**src/sv/spq_pkg.sv**
```systemverilog
// Shared types and constants for the sorted priority queue.
package spq_pkg;

  localparam int unsigned SPQ_CAPACITY = 16;
  localparam int unsigned DATA_W       = 32;
  localparam int unsigned OCC_W        = 5;

  typedef enum logic [0:0] {
    CMD_ENQ = 1'b0,
    CMD_DEQ = 1'b1
  } spq_cmd_e;

  typedef enum logic [1:0] {
    STATUS_OK    = 2'd0,
    STATUS_EMPTY = 2'd1,
    STATUS_FULL  = 2'd2
  } spq_status_e;

  typedef struct packed {
    logic                     valid;
    logic signed [DATA_W-1:0] key;
    logic signed [DATA_W-1:0] value;
  } spq_entry_t;

  typedef struct packed {
    logic                     enq;
    logic                     deq;
    logic signed [DATA_W-1:0] key;
    logic signed [DATA_W-1:0] value;
  } spq_op_t;

endpackage

```
**src/sv/spq_cell.sv**
```systemverilog
// One slot of the sorted chain: holds an entry, shifts toward either neighbor.
module spq_cell
  import spq_pkg::*;
(
  input  logic       clk_i,
  input  logic       rst_ni,
  input  spq_op_t    op_i,
  input  spq_entry_t prev_i,
  input  logic       prev_gt_i,
  input  spq_entry_t next_i,
  output spq_entry_t entry_o,
  output logic       gt_o
);

  logic                     valid_q, valid_d;
  logic signed [DATA_W-1:0] key_q, key_d;
  logic signed [DATA_W-1:0] value_q, value_d;
  logic                     load;

  // Slot is free or holds a strictly smaller key than the incoming one.
  assign gt_o = !valid_q || (key_q < op_i.key);

  always_comb begin
    valid_d = valid_q;
    key_d   = key_q;
    value_d = value_q;
    load    = 1'b0;
    priority if (op_i.enq && gt_o && !prev_gt_i) begin
      valid_d = 1'b1;
      key_d   = op_i.key;
      value_d = op_i.value;
      load    = 1'b1;
    end else if (op_i.enq && gt_o && prev_gt_i) begin
      valid_d = prev_i.valid;
      key_d   = prev_i.key;
      value_d = prev_i.value;
      load    = 1'b1;
    end else if (op_i.deq) begin
      valid_d = next_i.valid;
      key_d   = next_i.key;
      value_d = next_i.value;
      load    = 1'b1;
    end
  end

  always_ff @(posedge clk_i or negedge rst_ni) begin
    if (!rst_ni) begin
      valid_q <= 1'b0;
    end else begin
      valid_q <= valid_d;
    end
  end

  always_ff @(posedge clk_i) begin
    if (load) begin
      key_q   <= key_d;
      value_q <= value_d;
    end
  end

  assign entry_o = '{valid: valid_q, key: key_q, value: value_q};

endmodule

```
**src/sv/sorted_priority_queue_top.sv**
```systemverilog
// Top level of the sorted priority queue: cell chain, count and result register.
//
//   channel | direction | handshake             | payload
//   in      | input     | in_valid_i/in_stall_o | command_i, value_i, priority_key_i
//   out     | output    | out_valid_o/out_stall_i | removed_value_o, status_o,
//           |           |                       | occupancy_o, front_value_o
//
// One item per cycle while no result is stalled; its result is registered on acceptance. All cells
// compare against the new key in parallel and shift in the same edge.
// Reset empties the queue by clearing every cell's valid bit.
// A stalled result holds the input side off until it is taken.
module sorted_priority_queue_top
  import spq_pkg::*;
#(
  parameter int unsigned CAPACITY = SPQ_CAPACITY
) (
  input  logic                     clk_i,
  input  logic                     rst_ni,
  input  logic                     in_valid_i,
  output logic                     in_stall_o,
  input  logic                     command_i,
  input  logic signed [DATA_W-1:0] value_i,
  input  logic signed [DATA_W-1:0] priority_key_i,
  output logic                     out_valid_o,
  input  logic                     out_stall_i,
  output logic signed [DATA_W-1:0] removed_value_o,
  output logic [1:0]               status_o,
  output logic [OCC_W-1:0]         occupancy_o,
  output logic signed [DATA_W-1:0] front_value_o
);

  localparam int unsigned CNT_W = $clog2(CAPACITY + 1);

  spq_entry_t               ent [CAPACITY];
  logic [CAPACITY-1:0]      gt;
  spq_op_t                  op;
  logic                     accept, is_deq, full, empty;
  logic [CNT_W-1:0]         count_q, count_d;
  logic                     out_valid_q;
  logic signed [DATA_W-1:0] removed_q, removed_d;
  logic signed [DATA_W-1:0] front_q, front_d, head_d;
  spq_status_e              status_q, status_d;
  logic [OCC_W-1:0]         occ_q, occ_d;

  assign in_stall_o = out_valid_q && out_stall_i;
  assign accept     = in_valid_i && !in_stall_o;
  assign is_deq     = (command_i == CMD_DEQ);
  assign full       = (count_q == CNT_W'(CAPACITY));
  assign empty      = (count_q == '0);

  assign op.enq   = accept && !is_deq && !full;
  assign op.deq   = accept && is_deq && !empty;
  assign op.key   = priority_key_i;
  assign op.value = value_i;

  for (genvar i = 0; i < CAPACITY; i++) begin : g_cell
    spq_entry_t prev_ent, next_ent;
    logic       prev_gt;
    if (i == 0) begin : g_first
      assign prev_ent = '0;
      assign prev_gt  = 1'b0;
    end else begin : g_mid
      assign prev_ent = ent[i-1];
      assign prev_gt  = gt[i-1];
    end
    if (i == CAPACITY - 1) begin : g_last
      assign next_ent = '0;
    end else begin : g_inner
      assign next_ent = ent[i+1];
    end
    spq_cell u_cell (
      .clk_i    (clk_i),
      .rst_ni   (rst_ni),
      .op_i     (op),
      .prev_i   (prev_ent),
      .prev_gt_i(prev_gt),
      .next_i   (next_ent),
      .entry_o  (ent[i]),
      .gt_o     (gt[i])
    );
  end

  always_comb begin
    count_d = count_q;
    if (op.enq) begin
      count_d = count_q + CNT_W'(1);
    end else if (op.deq) begin
      count_d = count_q - CNT_W'(1);
    end
  end

  always_comb begin
    head_d = ent[0].value;
    if (op.enq && gt[0]) begin
      head_d = value_i;
    end else if (op.deq) begin
      head_d = ent[1].value;
    end
    front_d   = (count_d == '0) ? '0 : head_d;
    removed_d = op.deq ? ent[0].value : '0;
    if (is_deq) begin
      status_d = empty ? STATUS_EMPTY : STATUS_OK;
    end else begin
      status_d = full ? STATUS_FULL : STATUS_OK;
    end
  end

  if (CNT_W >= OCC_W) begin : g_occ_trunc
    assign occ_d = count_d[OCC_W-1:0];
  end else begin : g_occ_ext
    assign occ_d = {{(OCC_W - CNT_W){1'b0}}, count_d};
  end

  always_ff @(posedge clk_i or negedge rst_ni) begin
    if (!rst_ni) begin
      count_q     <= '0;
      out_valid_q <= 1'b0;
    end else begin
      count_q <= count_d;
      if (accept) begin
        out_valid_q <= 1'b1;
      end else if (!out_stall_i) begin
        out_valid_q <= 1'b0;
      end
    end
  end

  always_ff @(posedge clk_i) begin
    if (accept) begin
      removed_q <= removed_d;
      status_q  <= status_d;
      occ_q     <= occ_d;
      front_q   <= front_d;
    end
  end

  assign out_valid_o     = out_valid_q;
  assign removed_value_o = removed_q;
  assign status_o        = status_q;
  assign occupancy_o     = occ_q;
  assign front_value_o   = front_q;

endmodule

```
**config.mk**
```make
export PLATFORM = sky130hd
export DESIGN_NAME = sorted_priority_queue_top
export DESIGN_NICKNAME = d
export VERILOG_FILES = /design/src/sv/spq_pkg.sv /design/src/sv/spq_cell.sv /design/src/sv/sorted_priority_queue_top.sv
export SDC_FILE = /design/constraint.sdc
export NUM_CORES = 2
export LEC_CHECK = 0
export ABC_AREA = 1
export CAP_MARGIN = 20
export CORE_ASPECT_RATIO = 1.4
export CORE_MARGIN = 1.5
export CORE_UTILIZATION = 59
export DETAILED_ROUTE_END_ITERATION = 8
export DONT_BUFFER_PORTS = 1
export MAX_ROUTING_LAYER = met4
export PLACE_DENSITY_LB_ADDON = 0.08
export SYNTH_ARGS = -nofsm -noshare
export SYNTH_HDL_FRONTEND = slang
export SYNTH_SLANG_ARGS = --single-unit
```
**constraint.sdc**
```tcl
create_clock -name clk_i -period 12 [get_ports clk_i]
set_input_delay 1.8 -clock clk_i [delete_from_list [all_inputs] [get_ports clk_i]]
set_output_delay 1.8 -clock clk_i [all_outputs]
set_load 0.05 [all_outputs]
```
Word level (Yosys, flattened, before mapping)
Index checks and enable logic that the tools add are counted.
{"block": "totals", "register_bits": 1117, "output_inout_bits": 73, "wordCells": 390}
{"block": "op_classes", "add_sub_neg": 2, "n_lt_le_gt_ge": 16, "n_eq_ne": 2, "muxes": 179, "n_reduce_logical": 137}
{"operator": "$mux 32", "n": 93}
{"operator": "$lt 32x32->1", "n": 16}
{"operator": "$mux 1", "n": 82}
{"operator": "$logic_and 1x1->1", "n": 52}
{"operator": "$reduce_bool 3->1", "n": 15}
{"operator": "$logic_not 1->1", "n": 35}
{"operator": "$reduce_and 2->1", "n": 16}
{"operator": "$logic_or 1x1->1", "n": 16}
{"operator": "$logic_not 5->1", "n": 2}
{"operator": "$mux 5", "n": 2}
{"operator": "$add 5x1->5 const B", "n": 1}
{"operator": "$eq 5x5->1 const B", "n": 1}
{"operator": "$sub 5x1->5 const B", "n": 1}
{"operator": "$mux 2", "n": 2}
{"operator": "$ne 2x1->1 const B", "n": 1}
{"operator": "$reduce_bool 2->1", "n": 1}

Logic depth before layout (Yosys ltp)
{"block": "depth", "depth_word": 10, "mapped_depth": 21, "mapped_depth_nobuf": 19}

Hierarchy
A second synthesis with hierarchy kept.
{"block": "hier_totals", "hier_cells": 8346, "hier_area_um2": 71939.0}
{"mod": "spq_cell at g_cell[0].u_cell ...", "n_inst": 11, "cells_per_inst": 493, "area_each_um2": 4165.2, "seq_area_each_um2": 1946.9}
{"mod": "spq_cell at g_cell[5].u_cell ...", "n_inst": 5, "cells_per_inst": 515, "area_each_um2": 4438.0, "seq_area_each_um2": 1946.9}
{"mod": "sorted_priority_queue_top", "n_inst": 1, "cells_per_inst": 348, "area_each_um2": 3931.3, "seq_area_each_um2": 2282.2}

Least setup slack after synthesis
OpenSTA, ideal clock, no wires.
{"block": "synth_timing", "path_type": "input-to-reg", "from": "input port priority_key_i[31]", "to": "register g_cell[13].u_cell.key_q[0] (enable)", "setup_time_ns": 0.690, "arrival_time_ns": 5.067, "required_ns": 11.310, "path_slack_ns": 6.242, "cell_stages": 16, "path_buffers": 3, "path_cell_list": "clkbuf_1 > inv_1 > ha_1 > nand2_1 > nor2_1 > or2_0 > a21oi_1 > nand2_1 > nor2_1 > nand2_1 > nand2_1 > nand3_1 > nand2_1 > buf_2 > buf_2 > nand2_1"}
{"block": "synth_between", "elab_chain_cells": 7, "elab_cells_between_ends": 12}
{"item": "start, declared", "line_no": "sorted_priority_queue_top.sv:23", "source": "input logic signed [DATA_W-1:0] priority_key_i,"}
{"item": "$lt 32x32->1", "line_no": "spq_cell.sv:21", "source": "assign gt_o = !valid_q || (key_q < op_i.key);"}
{"item": "$logic_or 1x1->1", "line_no": "spq_cell.sv:21"}
{"item": "$logic_and 1x1->1", "line_no": "spq_cell.sv:28, spq_cell.sv:33"}
{"item": "$logic_and 1x1->1", "line_no": "spq_cell.sv:33", "source": "end else if (op_i.enq && gt_o && prev_gt_i) begin"}
{"item": "$mux 1", "line_no": "spq_cell.sv:33"}
{"item": "$mux 1 *", "line_no": "spq_cell.sv:28", "source": "priority if (op_i.enq && gt_o && !prev_gt_i) begin"}
{"item": "net g_cell[13].u_cell.load", "line_no": "spq_cell.sv:18", "source": "logic load;"}
{"item": "$reduce_and 2->1 (no line) *"}
{"item": "end signal, assigned", "line_no": "spq_cell.sv:56", "source": "key_q <= key_d;"}
{"item": "end, declared", "line_no": "spq_cell.sv:16", "source": "logic signed [DATA_W-1:0] key_q, key_d;"}
Mark *: on every way through the listed nets, which the timed path passes. The rest lies on a longest branch.
A chain may end at the register's enable or synchronous reset.

Worst setup path in the final report
{"block": "layout_timing", "from": "input port priority_key_i[31]", "to": "register g_cell[9].u_cell.value_q[12], data pin"}
{"block": "layout_between", "elab_chain_cells": 6, "elab_cells_between_ends": 10}
{"item": "$lt 32x32->1", "line_no": "spq_cell.sv:21"}
{"item": "$logic_or 1x1->1", "line_no": "spq_cell.sv:21"}
{"item": "$logic_and 1x1->1", "line_no": "spq_cell.sv:28, spq_cell.sv:33"}
{"item": "$logic_and 1x1->1", "line_no": "spq_cell.sv:33"}
{"item": "$mux 32", "line_no": "spq_cell.sv:33"}
{"item": "$mux 32 *", "line_no": "spq_cell.sv:28"}
{"item": "net g_cell[9].u_cell.value_d[12]", "line_no": "spq_cell.sv:17", "source": "logic signed [DATA_W-1:0] value_q, value_d;"}
{"item": "end signal, assigned", "line_no": "spq_cell.sv:57", "source": "value_q <= value_d;"}
{"item": "end, declared", "line_no": "spq_cell.sv:17"}
Marks and branches as above.

==> results.md <==
Timing:
- The transition at the pin with the smallest max-transition slack is 1.190 ns.
- Setup repair after global routing left no endpoint under its margin.
- Setup violations remaining at the end of the flow were counted as 0.
- The worst slew margin relative to its limit is 0.2069.
- Between clock sinks in the finished design, the worst skew comes to 0.04715 ns.
- Based on the critical path, the design can be clocked at up to 0.1606 GHz.
- The final count of pins violating max slew is 0.
- The post-route minimum period is 6.225 ns.
- The period utilization is 0.5188.
- The setup TNS is 0 ns.
- The final-report hold violation count is 0.

Setup path:
- The cell with the largest stage delay on the worst path is nor2_4.
- The slack of the worst reg-to-reg path is 6.20 ns.
- The highest net fanout along the worst path is 67.
- The worst register-to-register path begins at out_valid_o.
- The worst register-to-register path ends at g_cell[13].u_cell.value_q[18].
- The critical path is of the input port to flip-flop type.
- The delay of the slowest cell on the worst path is 1.10 ns.
- The worst reg-to-reg path cell count is 12.
- The endpoint type of the worst setup path is a flip-flop.
- The data required time at the worst endpoint is 12.60 ns.
- STA classifies the critical path startpoint as an input port.
- Traced cell by cell, the critical path runs through inv_1 -> ha_1 -> a21oi_1 -> o21ai_0 -> o21bai_1 -> a21oi_1 -> nand3_1 -> nand3_2 -> nand2_4 -> nor2_4 -> buf_4 -> nand2_1 -> nand3_1.
- The arrival time at the worst endpoint is 6.83 ns.

GRT:
- The first global-routing pass estimated 338400 um of wire.
- The initial antenna violation count is 2.
- The all-layer global routing usage is 0.4089.
- The global-route congestion overflow total is 0.
- Entering global routing, the biggest net connects 103 pins.
- The number of global-route vias before repair was 54690.

Logic synthesis:
- The dominant synthesized flop cell is edfxtp_1.
- The async set-reset flop share out of synthesis is 0.01970.
- For this run, the register share of the synthesized area comes to 0.5110.
- The net count of the mapped netlist is 8076.
- The area of the mapped netlist is 65430 um2.
- The number of storage elements in the synthesis netlist is 1117.
- The count of different cell masters after synthesis is 39.
- Synthesis handed over a netlist of 7509 instances.
- Counting flops with a built-in enable in the synthesized netlist gives 1095.
- Averaged over all synthesized cells, the footprint is 8.714 um2.
- The Yosys step of the flow raised 0 warnings.

Final layout:
- The layout-stage area growth over the synthesis result is 6.429%.
- The fraction of final layout cells with drive strength greater than 1 is 0.04367.
- The library cells used most frequently in the layout, excluding fill and tap cells, are 2987 x nand2_1, 1095 x edfxtp_1, 998 x nand3_1.
- The net count of the finished layout is 7802.
- The area of all placed cells without fillers is 69640 um2.
- Leaving out fill and tap cells, the most frequent cell in the layout is nand2_1.

Placed design:
- The placed instances occupy a cell area of 66010 um2.
- The HPWL after detailed placement is 147000 um.
- The count of buffers added on input and output ports is 0.
- The final weighted congestion of routability-driven global placement is 1.029.

Power and ir drop:
- The share of total power in the clock network is 0.267.
- The share of total power dissipated in combinational logic is 0.267.
- Of the total power, the share spent switching nets is 0.3674.
- The post-route total power is 13280 uW.
- The leakage power total is 0.02882 uW.
- Across the VDD grid, the largest voltage drop is 186.2 uV.
- The reported net switching power is 4880 uW.
- Of the total power, registers draw 0.465.
- The total power density per cell area is 190.8 nW/um2.
- Internal power comes to 8404 uW.

Worst hold path:
- The number of stages on the worst hold path is 2.
- The class of the tightest hold or removal check is flip-flop to flip-flop.
- The worst hold path startpoint is g_cell[15].u_cell.value_q[25].
- The worst hold endpoint is g_cell[14].u_cell.value_q[25].

Clock tree:
- After clock tree synthesis, the repair step resized 0 gates.
- The clock transition at the register clock pins on the worst setup and hold paths after CTS is 0.06 ns.
- The insertion delay to the later sink of the worst-skew pair is 0.77 ns.
- The clock tree buffer depth is 3.
- The tree is rooted in a clkbuf_16.
- TritonCTS built the clock tree.
- The total setup buffers inserted after CTS is 0.
- Buffers inserted to repair hold after CTS numbered 0.
- The H-tree was split into 3 levels.
- The number of clock buffers added by TritonCTS is 113.
- CTS saw 1117 sinks.

Route:
- After detailed routing, the average wire length per cell comes to 25.83 um.
- The post-detailed-route via-to-cell ratio is 6.452.
- The first detailed-routing pass ran for 6 iterations.
- The number of violations reported at the end of detailed-routing iteration 0 is 7174.
- The detailed-route DRC error count is 0.
- The remaining number of nets flagged by the antenna check after routing is 0.
- The final wirelength is 227000 um.
- The number of vias after detailed routing is 56710.

Floorplan:
- The die area is 112900 um2.
- The initialized floorplan defines 144 standard-cell rows.
- The die width is 284.5 um.
- The initial cell density of the core is 0.5944.
- 142 I/O pins were placed.
- The chip height is 397.0 um.
- The total core area is 110100 um2.

Run status:
- The run finished with clean final reports.

Job:
- The number of max-capacitance violations reported is 0.
-- per-layer routing --
layer	wire, um	part of all wire	GRT usage	up-vias
li1	-	-	-	25360
met1	83500	0.37	0.5013	27120
met2	106000	0.47	0.6461	3566
met3	24790	0.11	0.07517	663
met4	12780	0.056	0.2158	0
met5	0	0	-	-
-- state kept, by name, indices dropped and copies added, names as in the netlist --
signal                 count
out_valid_o                1
removed_value_o           32
count_q                    5
g_cell.u_cell.value_q    512
g_cell.u_cell.valid_q     16
occupancy_o                5
g_cell.u_cell.key_q      512
status_o                   2
front_value_o             32
-- worst max-delay path: cells and delay by family --
family / cells / cell delay [ns]
AO/OA/AOI/OAI: 4 / 1.08
buffers and inverters: 2 / 1.09
AND/OR/NAND/NOR: 6 / 2.32
adder cells (fa/ha/maj): 1 / 0.42
-- stage by stage --
| step | utilization | hold WS [ns] | setup slack [ns] | instances |
|---|---|---|---|---|
| global route | 0.6326 | 0.5658 | 5.648 | 8789 |
| detailed placement | 0.5996 | 0.5256 | 5.242 | 8578 |
| CTS | 0.6322 | 0.5375 | 5.986 | 8786 |
| finish | 0.6326 | 0.5345 | 5.775 | 8789 |
| global placement | 0.5991 | 0.5155 | 5.292 | 8576 |
| floorplan | - | 0.4883 | 6.242 | 7509 |
-- worst max-delay path by stage --
stage / startpoint / depth (start not counted) / slack [ns] / endpoint
CTS: priority_key_i[31] / 13 / 5.99 / g_cell[9].u_cell.value_q[12]
detailed placement: priority_key_i[31] / 13 / 5.24 / g_cell[9].u_cell.value_q[0]
floorplan: priority_key_i[31] / 16 / 6.24 / g_cell[13].u_cell.key_q[0]
finish: priority_key_i[31] / 13 / 5.77 / g_cell[9].u_cell.value_q[12]
global placement: out_stall_i / 12 / 5.29 / g_cell[13].u_cell.key_q[31]
global route: priority_key_i[31] / 13 / 5.65 / g_cell[9].u_cell.value_q[12]
-- layout make-up --
cell class	count	area, um2
diodes	1	2.502
well taps	1460	1827
multi-input cells	5672	29140
inverters	242	918.4
fillers	9410	40450
clock buffers	146	2973
repair buffers	89	733.2
clock inverters	62	609.3
flip-flops and latches	1117	33430
-- cell usage after synthesis, types with 2 or more instances --
master | instances | area share
a21boi_0 | 2 | 0.00023
a211oi_1 | 3 | 0.00034
buf_2 | 236 | 0.018
nor3_1 | 11 | 0.00084
ha_1 | 498 | 0.095
nor2_1 | 243 | 0.014
nand2_1 | 3011 | 0.17
buf_4 | 28 | 0.0032
dfrtp_1 | 22 | 0.0084
o21ai_1 | 34 | 0.0026
nand3_2 | 15 | 0.0023
nand2_4 | 2 | 0.00034
a21o_1 | 2 | 0.00023
o21bai_1 | 7 | 0.00080
inv_2 | 14 | 0.00080
nand3b_1 | 7 | 0.00080
nand4_1 | 356 | 0.034
a21oi_1 | 247 | 0.019
inv_1 | 228 | 0.013
nor3b_1 | 2 | 0.00023
o21a_1 | 25 | 0.0029
nor2_4 | 14 | 0.0024
nand2_2 | 6 | 0.00057
a31oi_1 | 11 | 0.0011
clkbuf_1 | 193 | 0.011
o21ai_0 | 145 | 0.011
nor4_1 | 12 | 0.0011
edfxtp_1 | 1095 | 0.50
xor2_1 | 3 | 0.00040
nand3_1 | 1000 | 0.076
o211ai_1 | 10 | 0.0011
buf_1 | 20 | 0.0011
-- cell families (layout without fill, tap and decap cells) --
kind of cell | count (synthesis) | after routing | share of synthesized area
simple gates | 4685 | 4685 | 0.3066
flops | 1117 | 1117 | 0.5110
buf+inv | 720 | 539 | 0.04754
fa+ha+maj | 498 | 498 | 0.09523
compound gates | 486 | 486 | 0.03926
xor+xnor | 3 | 3 | 0.0004016
other cells | 0 | 1 | 0
-- power groups by stage --
stage	registers (uW)	logic, uW	clock network, uW
final	6180	3550	3550
after global routing	6250	3870	3700
after CTS	6160	3460	3570
after detailed placement	6220	3450	0
after global placement	6220	3330	0
after floorplan	6010	2360	0
Note: power is estimated with default switching activity, not from simulation.
